File: src/rtl/wsp_pkg.sv
// ----------------------------------------------------------------------------
// wsp_pkg
// shared types, codes and constants of the work/span profiler
// ----------------------------------------------------------------------------
package wsp_pkg;

	localparam int STACK_DEPTH_DEF = 64;
	localparam int REQ_W           = 4;
	localparam int TIME_W          = 64;
	localparam int DEPTH_OUT_W     = 7;
	localparam int ERR_W           = 2;

	// event codes
	localparam logic [REQ_W-1:0] REQ_INIT        = 4'd0;
	localparam logic [REQ_W-1:0] REQ_ENTER_SPAWN = 4'd1;
	localparam logic [REQ_W-1:0] REQ_ENTER_HELP  = 4'd2;
	localparam logic [REQ_W-1:0] REQ_ENTER_END   = 4'd3;
	localparam logic [REQ_W-1:0] REQ_SPAWN_PREP  = 4'd4;
	localparam logic [REQ_W-1:0] REQ_CONTINUE    = 4'd5;
	localparam logic [REQ_W-1:0] REQ_SYNC_BEGIN  = 4'd6;
	localparam logic [REQ_W-1:0] REQ_SYNC_END    = 4'd7;
	localparam logic [REQ_W-1:0] REQ_LEAVE_BEGIN = 4'd8;
	localparam logic [REQ_W-1:0] REQ_REPORT      = 4'd9;

	// frame kinds
	localparam logic [1:0] KIND_MAIN   = 2'd0;
	localparam logic [1:0] KIND_SPAWN  = 2'd1;
	localparam logic [1:0] KIND_HELPER = 2'd2;

	// error codes
	localparam logic [ERR_W-1:0] ERR_OK    = 2'd0;
	localparam logic [ERR_W-1:0] ERR_FULL  = 2'd1;
	localparam logic [ERR_W-1:0] ERR_LAST  = 2'd2;
	localparam logic [ERR_W-1:0] ERR_ORDER = 2'd3;

	typedef struct packed {
		logic [1:0]        kind;
		logic [TIME_W-1:0] prefix;
		logic [TIME_W-1:0] longest;
		logic [TIME_W-1:0] cont;
	} frame_t;

	typedef enum logic [2:0] {
		ST_IDLE,
		ST_LOAD,
		ST_STRAND,
		ST_APPLY,
		ST_MERGE,
		ST_EMIT
	} state_t;

	typedef struct packed {
		logic capture;
		logic load;
		logic strand;
		logic apply;
		logic merge;
		logic emit;
	} cmd_t;

	typedef struct packed {
		logic out_busy;
	} status_t;

	function automatic frame_t empty_frame(input logic [1:0] kind);
		frame_t f;
		f.kind    = kind;
		f.prefix  = '0;
		f.longest = '0;
		f.cont    = '0;
		return f;
	endfunction

endpackage

File: src/rtl/wsp_ctrl.sv
// ----------------------------------------------------------------------------
// wsp_ctrl
// sequencer: steps one event through load, strand, apply, merge and emit
// ----------------------------------------------------------------------------
module wsp_ctrl (
	input  logic             clk,
	input  logic             arst_n,
	input  logic             in_valid,
	output logic             in_ready,
	input  wsp_pkg::status_t status,
	output wsp_pkg::cmd_t    cmd
);

	wsp_pkg::state_t state_q;
	wsp_pkg::state_t state_n;

	always_ff @(posedge clk or negedge arst_n) begin
		if (!arst_n) begin
			state_q <= wsp_pkg::ST_IDLE;
		end else begin
			state_q <= state_n;
		end
	end

	always_comb begin
		state_n  = state_q;
		cmd      = '0;
		in_ready = 1'b0;
		case (state_q)
			wsp_pkg::ST_IDLE: begin
				in_ready = 1'b1;
				if (in_valid) begin
					cmd.capture = 1'b1;
					state_n     = wsp_pkg::ST_LOAD;
				end
			end
			wsp_pkg::ST_LOAD: begin
				cmd.load = 1'b1;
				state_n  = wsp_pkg::ST_STRAND;
			end
			wsp_pkg::ST_STRAND: begin
				cmd.strand = 1'b1;
				state_n    = wsp_pkg::ST_APPLY;
			end
			wsp_pkg::ST_APPLY: begin
				cmd.apply = 1'b1;
				state_n   = wsp_pkg::ST_MERGE;
			end
			wsp_pkg::ST_MERGE: begin
				cmd.merge = 1'b1;
				state_n   = wsp_pkg::ST_EMIT;
			end
			wsp_pkg::ST_EMIT: begin
				// hold until the output register is free
				if (!status.out_busy) begin
					cmd.emit = 1'b1;
					state_n  = wsp_pkg::ST_IDLE;
				end
			end
			default: begin
				state_n = wsp_pkg::ST_IDLE;
			end
		endcase
	end

endmodule

File: config.mk
export PLATFORM = sky130hd
export DESIGN_NAME = wsp_ctrl
export DESIGN_NICKNAME = d
export VERILOG_FILES = /design/src/rtl/wsp_pkg.sv /design/src/rtl/wsp_ctrl.sv
export SDC_FILE = /design/constraint.sdc
export NUM_CORES = 1
export LEC_CHECK = 0
export BUFFER_PORTS_ARGS = -buffer_cell sky130_fd_sc_hd__buf_4
export CAP_MARGIN = 0
export CORE_AREA = 4 4 41 43
export CTS_BUF_LIST = sky130_fd_sc_hd__clkbuf_4
export DETAILED_ROUTE_END_ITERATION = 10
export DIE_AREA = 0 0 45 47
export GPL_TIMING_DRIVEN = 0
export PLACE_DENSITY = 0.44
export SLEW_MARGIN = 20
export SYNTH_ARGS = -nofsm -noshare
export SYNTH_HDL_FRONTEND = slang
export SYNTH_SLANG_ARGS = --single-unit
File: constraint.sdc
create_clock -name clk -period 1.23 [get_ports clk]
set_input_delay 0.369 -clock clk [delete_from_list [all_inputs] [get_ports clk]]
set_output_delay 0.369 -clock clk [all_outputs]
set_load 0.03 [all_outputs]
==> impl_metrics.tcl, run 1 <==
set metrics [dict create \
    synth_area_leader_cell "dfrtp_1" \
    fp.dieH_um 47 \
    crit_required_ns 0.86 \
    crit_family "flip-flops" \
    die_area_um2 2115 \
    netlist_top_cells_area "dfrtp_1 33%, buf_6 15%, nor3_4 7.2%" \
    worst_pin_slew_ns 0.2477 \
    final_nets 48 \
    synth_edf_count 0 \
    portBuffers 10 \
    crit_slowest_cell "dfrtp_1" \
    arrival_ns 1.20 \
    yosysWarnings 0 \
    core_um2 1301 \
    clk_pin_slew_worst_paths_ns 0.04 \
    finalSetupTns_ns -1.865 \
    drive_gt1_frac 0.7209 \
    largest_reg_flops 3 \
    ys_async_sr_fraction 1.000 \
    utilization 0.3413 \
    top_register "state_q" \
    whs_ns 0.4199 \
    clkLatencyLatePin_ns 0.24 \
    wire_per_inst_um 9.741 \
    cts_tree "built" \
    fin_skew_ns 0.004949 \
    start_kind "register" \
    initial_core_util 0.1731 \
    hold_path_class "in2reg" \
    max_freq_ghz 0.6384 \
    grt_pass1_wl_um 972 \
    clockBufferDepth 2 \
    gp_congestion 0.6750 \
    drt-initial-drc-count 0 \
    relSlewSlack 0.8349 \
    hold_viol 0 \
    finalPower_mw 1.340 \
    critPathBufInv 2 \
    dr.pass1.iters 1 \
    drv_cap 0 \
    cts_made_buffers 3 \
    crit_path_end_kind "output pin" \
    yosysUniqueCellTypes 15 \
    setup_ws_ns -0.3365 \
    die_x_um 45 \
    setup_viol 7 \
    grt_overflow 0 \
    grt_pass1_vias 238 \
    maxSlewViolCount 0 \
    synth_flop_cell "dfrtp_1" \
    min_period_ns 1.566 \
    grt_use_total 0.06498 \
    ios 11 \
    yosys-top-cells-count "3 x buf_6, 3 x dfrtp_1, 2 x nor3_1, 2 x nor3b_1" \
    grt_max_degree 10 \
    vias_per_cell 3.983 \
    cp_max_fo 7 \
    synth_area_per_cell_um2 10.72 \
    placed_area_um2 336.6 \
    diodes 0 \
    antenna_found_initial 0 \
    synth_top_area_frac 0.3333 \
    area_growth_pct 97.22 \
    synthesis.nets 25 \
    p_leak_nw 0.2122 \
    post-route-period-util 1.274 \
    num_rows 13 \
    critPathKind "reg2out" \
    n_fill_cell 153 \
    synthesis.area_um2 225.2 \
    clock_sink_count 3 \
    htreeDepth 1 \
    postRouteAntennaNets 0 \
    grt_setup_unrepaired "yes" \
    synth_seq_area_share 0.3333 \
    synthCells 21 \
    outcome "finished with violations" \
    max_stage_delay_ns 0.36 \
    cp_cell_sequence "buf_6 -> nor3_4 -> and2_4 -> buf_6" \
    peakVddDrop_mv 0.9304 \
    root_buffer "clkbuf_4" \
    cpMostUsedCell "buf_6" \
    power_density_nw_per_um2 3017 \
    stdcell_area_um2 444.2 \
    vias 231 \
    ys_ff_latch 3 \
    reg.largest.list "state_q: 3 flops" \
    violations "setup timing" \
    wl_um 565 \
    drc_errors 0 \
]
## cells by family after synthesis
logic type,share of synthesized area
AO/OA/AOI/OAI,0.07779
XOR/XNOR,0.03890
buffers and inverters,0.1666
flip-flops,0.3333
AND/OR/NAND/NOR,0.3833
## worst min-delay path: cells and delay by family
kind	cells	cell delay (ns)
buffers and inverters	1	0.11
AOI/OAI and AO/OA	1	0.07
and+or+nand+nor	1	0.06
## stage by stage
step / setup WS [ns] / std cells
5_1_grt: -0.3830 / 58
4_1_cts: -0.3464 / 56
2_1_floorplan: -0.2574 / 21
6_report: -0.3365 / 58
3_5_place_dp: -0.1283 / 46
3_3_place_gp: -0.1270 / 46
## layer usage
layer,up-vias,global-route usage,share of wire
met3,0,0.03448,0.064
met4,0,0.03509,0
met1,106,0.07110,0.42
met2,10,0.1017,0.52
met5,-,0,0
li1,115,-,-
## timing repair
action / CTS / global route
hold buffers: 1 / 0
endpoints found under the setup margin: 7 / 7
pin swaps: 4 / 2
gates resized for setup: 4 / 0
endpoints found under the hold margin: 3 / 0
cloned: 0 / 0
setup buffers: 5 / 2
## power by group
part,internal (mW),switching (mW),total [mW]
combinational,0.506,0.465,0.971
sequential,0.146,0.0199,0.166
clock,0.144,0.0585,0.203
## layout by cell type (no fill, tap or decap)
| master | instances |
|---|---|
| buf_4 | 13 |
| buf_6 | 7 |
| clkbuf_4 | 4 |
| dfrtp_1 | 3 |
| nor3b_2 | 2 |
| inv_2 | 1 |
| nor3_2 | 1 |
| nor3_4 | 1 |
| and3b_4 | 1 |
| and2_4 | 1 |
| and4bb_1 | 1 |
| nand2_1 | 1 |
| nor3_1 | 1 |
| a221oi_1 | 1 |
| xnor2_1 | 1 |
| nor2_1 | 1 |
| nand2b_1 | 1 |
| a31o_1 | 1 |
| dlygate4sd3_1 | 1 |
## path summary, 6_finish.rpt
kind / slack [ns] / from / depth (start not counted) / to
min in group asynchronous: 0.45 / arst_n / 2 / state_q[0]
worst max-delay path: -0.34 / state_q[0] / 4 / cmd[5]
max in group asynchronous: 0.68 / arst_n / 2 / state_q[1]
worst min register to register: 0.68 / state_q[2] / 3 / state_q[0]
worst max register to register: 0.09 / state_q[0] / 4 / state_q[0]
worst min-delay path: 0.42 / status / 3 / state_q[0]
## area by class of cell
type                            instances  area (um2)  share of cell area
Clock buffer                            4       30.03             0.06761
Multi-Input combinational cell         14       130.1              0.2930
Sequential cell                         3       75.07              0.1690
Inverter                                1       3.754            0.008451
Buffer                                  3       33.78             0.07606
Tap cell                               15       18.77             0.04225
Timing Repair Buffer                   18       152.6              0.3437
Note: power is estimated with default switching activity, not from simulation.
==> run 2, diff against run 1 <==
--- a/config.mk
+++ b/config.mk
@@ -12,7 +12,7 @@
 export DETAILED_ROUTE_END_ITERATION = 10
 export DIE_AREA = 0 0 45 47
 export GPL_TIMING_DRIVEN = 0
-export PLACE_DENSITY = 0.44
+export PLACE_DENSITY_LB_ADDON = 0.12
 export SLEW_MARGIN = 20
 export SYNTH_ARGS = -nofsm -noshare
 export SYNTH_HDL_FRONTEND = slang
==> impl_metrics.tcl, run 2 (same netlist as run 1, synthesis figures left out) <==
set metrics [dict create \
    p_switching_uw 553.8 \
    final_common_cell "buf_4" \
    core_um2 1301 \
    cts_tree "built" \
    relSlewSlack 0.8649 \
    grtUsageMet3 0.01533 \
    crit_family "flip-flops" \
    diodes 0 \
    start_kind "register" \
    grt_setup_unrepaired "yes" \
    grt_overflow 0 \
    power_density_nw_per_um2 2992 \
    utilization 0.3433 \
    stdcell_count 57 \
    area_growth_pct 98.33 \
    vias_per_cell 3.912 \
    die_area_um2 2115 \
    crit_slowest_cell "dfrtp_1" \
    hold_path_class "in2reg" \
    cp_cell_sequence "buf_6 -> nor3_4 -> and2_4 -> buf_6" \
    p_int_uw 782.5 \
    drv_cap 0 \
    drc_errors 0 \
    final_nets 47 \
    clk_pin_slew_worst_paths_ns 0.04 \
    violations "setup timing" \
    final_cell_mix "11 x buf_4, 8 x buf_6, 4 x clkbuf_4, 3 x dfrtp_1, 2 x nor3b_2" \
    gp_congestion 0.6280 \
    num_rows 13 \
    wl_um 596 \
    drt-initial-drc-count 4 \
    root_buffer "clkbuf_4" \
    drive_gt1_frac 0.7381 \
    whs_ns 0.4211 \
    largest_reg_flops 3 \
    initial_core_util 0.1731 \
    grt_pass1_wl_um 986 \
    crit_path_end_kind "output pin" \
    max_stage_delay_ns 0.36 \
    postRouteAntennaNets 0 \
    htreeDepth 1 \
    vias 223 \
    ios 11 \
    critPathBufInv 2 \
    fin_skew_ns 0.004463 \
    clock_sink_count 3 \
    min_period_ns 1.568 \
    peakVddDrop_mv 1.337 \
    max_freq_ghz 0.6377 \
    cts_made_buffers 3 \
    fp.dieH_um 47 \
    wire_per_inst_um 10.46 \
    pwr-share-comb 0.726 \
    post-route-period-util 1.275 \
    met2_usage 0.08192 \
    grt_max_degree 10 \
    antenna_found_initial 0 \
    clockBufferDepth 2 \
    die_x_um 45 \
    grt_pass1_vias 215 \
    finalSetupTns_ns -1.844 \
    dr.pass1.iters 4 \
    portBuffers 10 \
    grt_busiest_layer "met4" \
    arrival_ns 1.20 \
    swShare 0.4144 \
    crit_required_ns 0.86 \
    cp_max_fo 8 \
    reg.largest.list "state_q: 3 flops" \
    met1_usage 0.08676 \
    p_leak_nw 0.2105 \
    critPathKind "reg2out" \
    outcome "finished with violations" \
    hold_viol 0 \
    cpMostUsedCell "buf_6" \
    seqPwrFrac 0.125 \
    dp_hpwl_um 367 \
    worst_pin_slew_ns 0.2011 \
    maxSlewViolCount 0 \
    finalPower_mw 1.336 \
    top_register "state_q" \
    grt_use_total 0.07516 \
    setup_ws_ns -0.3381 \
    clkLatencyLatePin_ns 0.24 \
    dp_cells 46 \
    setup_viol 7 \
    p_clk_frac 0.150 \
]
[run 2: cell types whose count changed in the layout (fill, tap and decap cells not counted)]
cell	before	now
a221oi_1	1	0
buf_6	7	8
a221oi_2	0	1
buf_4	13	11
[run 2: worst paths after layout]
| check | startpoint | end | slack [ns] | depth (start not counted) |
|---|---|---|---|---|
| min in group asynchronous | arst_n | state_q[2] | 0.46 | 2 |
| worst min register to register | state_q[1] | state_q[0] | 0.60 | 2 |
| worst min-delay path | status | state_q[0] | 0.42 | 3 |
| max in group asynchronous | arst_n | state_q[0] | 0.67 | 2 |
| worst max register to register | state_q[2] | state_q[0] | 0.06 | 5 |
| worst max-delay path | state_q[0] | cmd[5] | -0.34 | 4 |
[run 2: through the flow]
| step | area (um2) | worst slack, ns |
|---|---|---|
| floorplan | 242.7 | -0.2574 |
| global placement | 336.6 | -0.1284 |
| detailed placement | 336.6 | -0.1357 |
| CTS | 417.9 | -0.3593 |
| global route | 446.7 | -0.4018 |
| finish | 446.7 | -0.3381 |
[run 2: power by group through the flow]
stage                     Sequential, mW  Combinational [mW]  Clock (mW)
after detailed placement           0.168               0.787           0
after CTS                          0.167               0.903       0.212
after global placement             0.168               0.782           0
after floorplan                    0.166               0.594           0
after global routing               0.170                1.04       0.225
final                              0.167               0.970       0.200
[run 2: routing by layer]
| metal | routed length [um] | part of all wire | up-vias |
|---|---|---|---|
| met2 | 280 | 0.47 | 13 |
| met1 | 261 | 0.44 | 96 |
| li1 | - | - | 114 |
| met5 | 0 | 0 | - |
| met3 | 53 | 0.089 | 0 |
| met4 | 0 | 0 | 0 |
[run 2: layout make-up]
class                      instances  area [um2]
clock buffer                       4       30.03
sequential                         3       75.07
buffer                             3       33.78
tap                               15       18.77
inverter                           1       3.754
timing repair buffer              17       148.9
fill                             150       854.6
multi-input combinational         14       136.4
[run 2: repair_timing]
item,in CTS,in global routing
resized for setup,5,1
hold buffers,1,0
hold endpoints to repair,3,0
buffers inserted,3,3
setup endpoints to repair,7,7
pin swaps,3,0
[run 2: tightest hold or removal path, cell delays in order]
cell	delay [ns]
buf_4	0.12
nand2_1	0.07
a221oi_2	0.05
==> run 3, diff against run 2 <==
--- a/config.mk
+++ b/config.mk
@@ -12,6 +12,7 @@
 export DETAILED_ROUTE_END_ITERATION = 10
 export DIE_AREA = 0 0 45 47
 export GPL_TIMING_DRIVEN = 0
+export MAX_ROUTING_LAYER = met4
 export PLACE_DENSITY_LB_ADDON = 0.12
 export SLEW_MARGIN = 20
 export SYNTH_ARGS = -nofsm -noshare
==> impl_metrics.tcl, run 3 (same netlist as run 1, synthesis figures left out) <==
set metrics [dict create \
    outcome "finished with violations" \
    violations "setup timing" \
    timing.rr.start "state_q[2]" \
    start_kind "register" \
    top_register "state_q" \
    portBuffers 10 \
    vias_per_cell 3.912 \
    min_from "status" \
    fp.dieH_um 47 \
    htreeDepth 1 \
    clockBufferDepth 2 \
    root_buffer "clkbuf_4" \
    grt_use_total 0.07761 \
    antenna_found_initial 0 \
    crit_path_end_kind "output pin" \
    worstRegToRegCells 5 \
    largest_reg_flops 3 \
    arrival_ns 1.20 \
    diodes 0 \
    num_rows 13 \
    post-route-period-util 1.275 \
    rr_endpoint "state_q[0]" \
    final_common_cell "buf_4" \
    hold_viol 0 \
    hold_depth 3 \
    worst_pin_slew_ns 0.2011 \
    gp_congestion 0.6330 \
    final_nets 47 \
    peakVddDrop_mv 1.337 \
    dp_hpwl_um 367 \
    p_leak_nw 0.2105 \
    met2_usage 0.08192 \
    max_freq_ghz 0.6377 \
    power_density_nw_per_um2 2992 \
    grt_pass1_vias 215 \
    crit_required_ns 0.86 \
    relSlewSlack 0.8649 \
    clock_sink_count 3 \
    stdcell_area_um2 446.7 \
    cts_made_buffers 3 \
    clkLatencyLatePin_ns 0.24 \
    die_area_um2 2115 \
    ff2ff_setup_slack_ns 0.06 \
    drc_errors 0 \
    fin_skew_ns 0.004463 \
    grtUsageMet3 0.01149 \
    drive_gt1_frac 0.7381 \
    n_fill_cell 150 \
    die_x_um 45 \
    grt_pass1_wl_um 986 \
    min_to "state_q[0]" \
    area_growth_pct 98.33 \
    core_um2 1301 \
    drt-initial-drc-count 4 \
    min_period_ns 1.568 \
    postRouteAntennaNets 0 \
    grt_setup_unrepaired "yes" \
    wl_um 596 \
    dr.pass1.iters 4 \
    reg.largest.list "state_q: 3 flops" \
    final_cell_mix "11 x buf_4, 8 x buf_6, 4 x clkbuf_4, 3 x dfrtp_1, 2 x nor3b_2" \
    cts_tree "built" \
    critPathKind "reg2out" \
    placed_area_um2 336.6 \
    grt_overflow 0 \
    wire_per_inst_um 10.46 \
    utilization 0.3433 \
    ios 11 \
    setup_viol 7 \
    finalPower_mw 1.336 \
    maxSlewViolCount 0 \
    clk_pin_slew_worst_paths_ns 0.04 \
    vias 223 \
    grt_busiest_layer "met4" \
    grt_max_degree 10 \
    met1_usage 0.08904 \
    initial_core_util 0.1731 \
    hold_path_class "in2reg" \
    cp_max_fo 8 \
    setup_ws_ns -0.3381 \
    drv_cap 0 \
]
[run 3: cell counts in the layout (fill, tap and decap cells not counted)]
Identical to the previous run, type by type.
[run 3: worst max-delay path, stage by stage, from the launching register on]
cell and delay [ns]:
dfrtp_1 0.36, buf_6 0.14, nor3_4 0.18, and2_4 0.16
buf_6 0.12
[run 3: metal layers]
layer  vias to the layer above  part of all wire  wire length (um)
li1                        114                 -                 -
met1                        96              0.45               267
met2                        13              0.47               280
met3                         0             0.081                48
met4                         0                 0                 0
met5                         -                 0                 0
[run 3: worst max path at each step]
stage	start	end	slack, ns
2_1_floorplan	state_q[2]	cmd[5]	-0.26
3_3_place_gp	state_q[2]	cmd[5]	-0.13
3_5_place_dp	state_q[2]	cmd[5]	-0.14
4_1_cts	state_q[0]	cmd[5]	-0.36
5_1_grt	state_q[0]	cmd[5]	-0.40
6_report	state_q[0]	cmd[5]	-0.34
[run 3: what timing repair did]
action,in CTS,in global routing
setup endpoints to repair,7,7
cloned,0,0
endpoints found under the hold margin,3,0
pin swaps,3,0
hold buffers,1,0
resized for setup,5,1
buffers inserted,3,3
[run 3: layout make-up]
class / count / area (um2) / share of cell area
Buffer: 3 / 33.78 / 0.07563
Clock buffer: 4 / 30.03 / 0.06723
Inverter: 1 / 3.754 / 0.008403
Multi-Input combinational cell: 14 / 136.4 / 0.3053
Sequential cell: 3 / 75.07 / 0.1681
Tap cell: 15 / 18.77 / 0.04202
Timing Repair Buffer: 17 / 148.9 / 0.3333
[run 3: where the power goes]
part           total [mW]  leakage [nW]  internal [mW]  switching [mW]
registers           0.167        0.0373          0.147          0.0203
clock network       0.200        0.0184          0.144          0.0560
logic               0.970         0.155          0.492           0.477
[run 3: through the flow]
step	setup TNS (ns)	hold WS (ns)	worst slack [ns]	std cells
after floorplan	-0.5659	0.07341	-0.2574	21
after global placement	-0.1793	0.1593	-0.1284	46
after detailed placement	-0.1874	0.1605	-0.1357	46
after CTS	-1.989	0.4164	-0.3593	54
after global routing	-2.252	0.4306	-0.4018	57
final	-1.843	0.4211	-0.3381	57
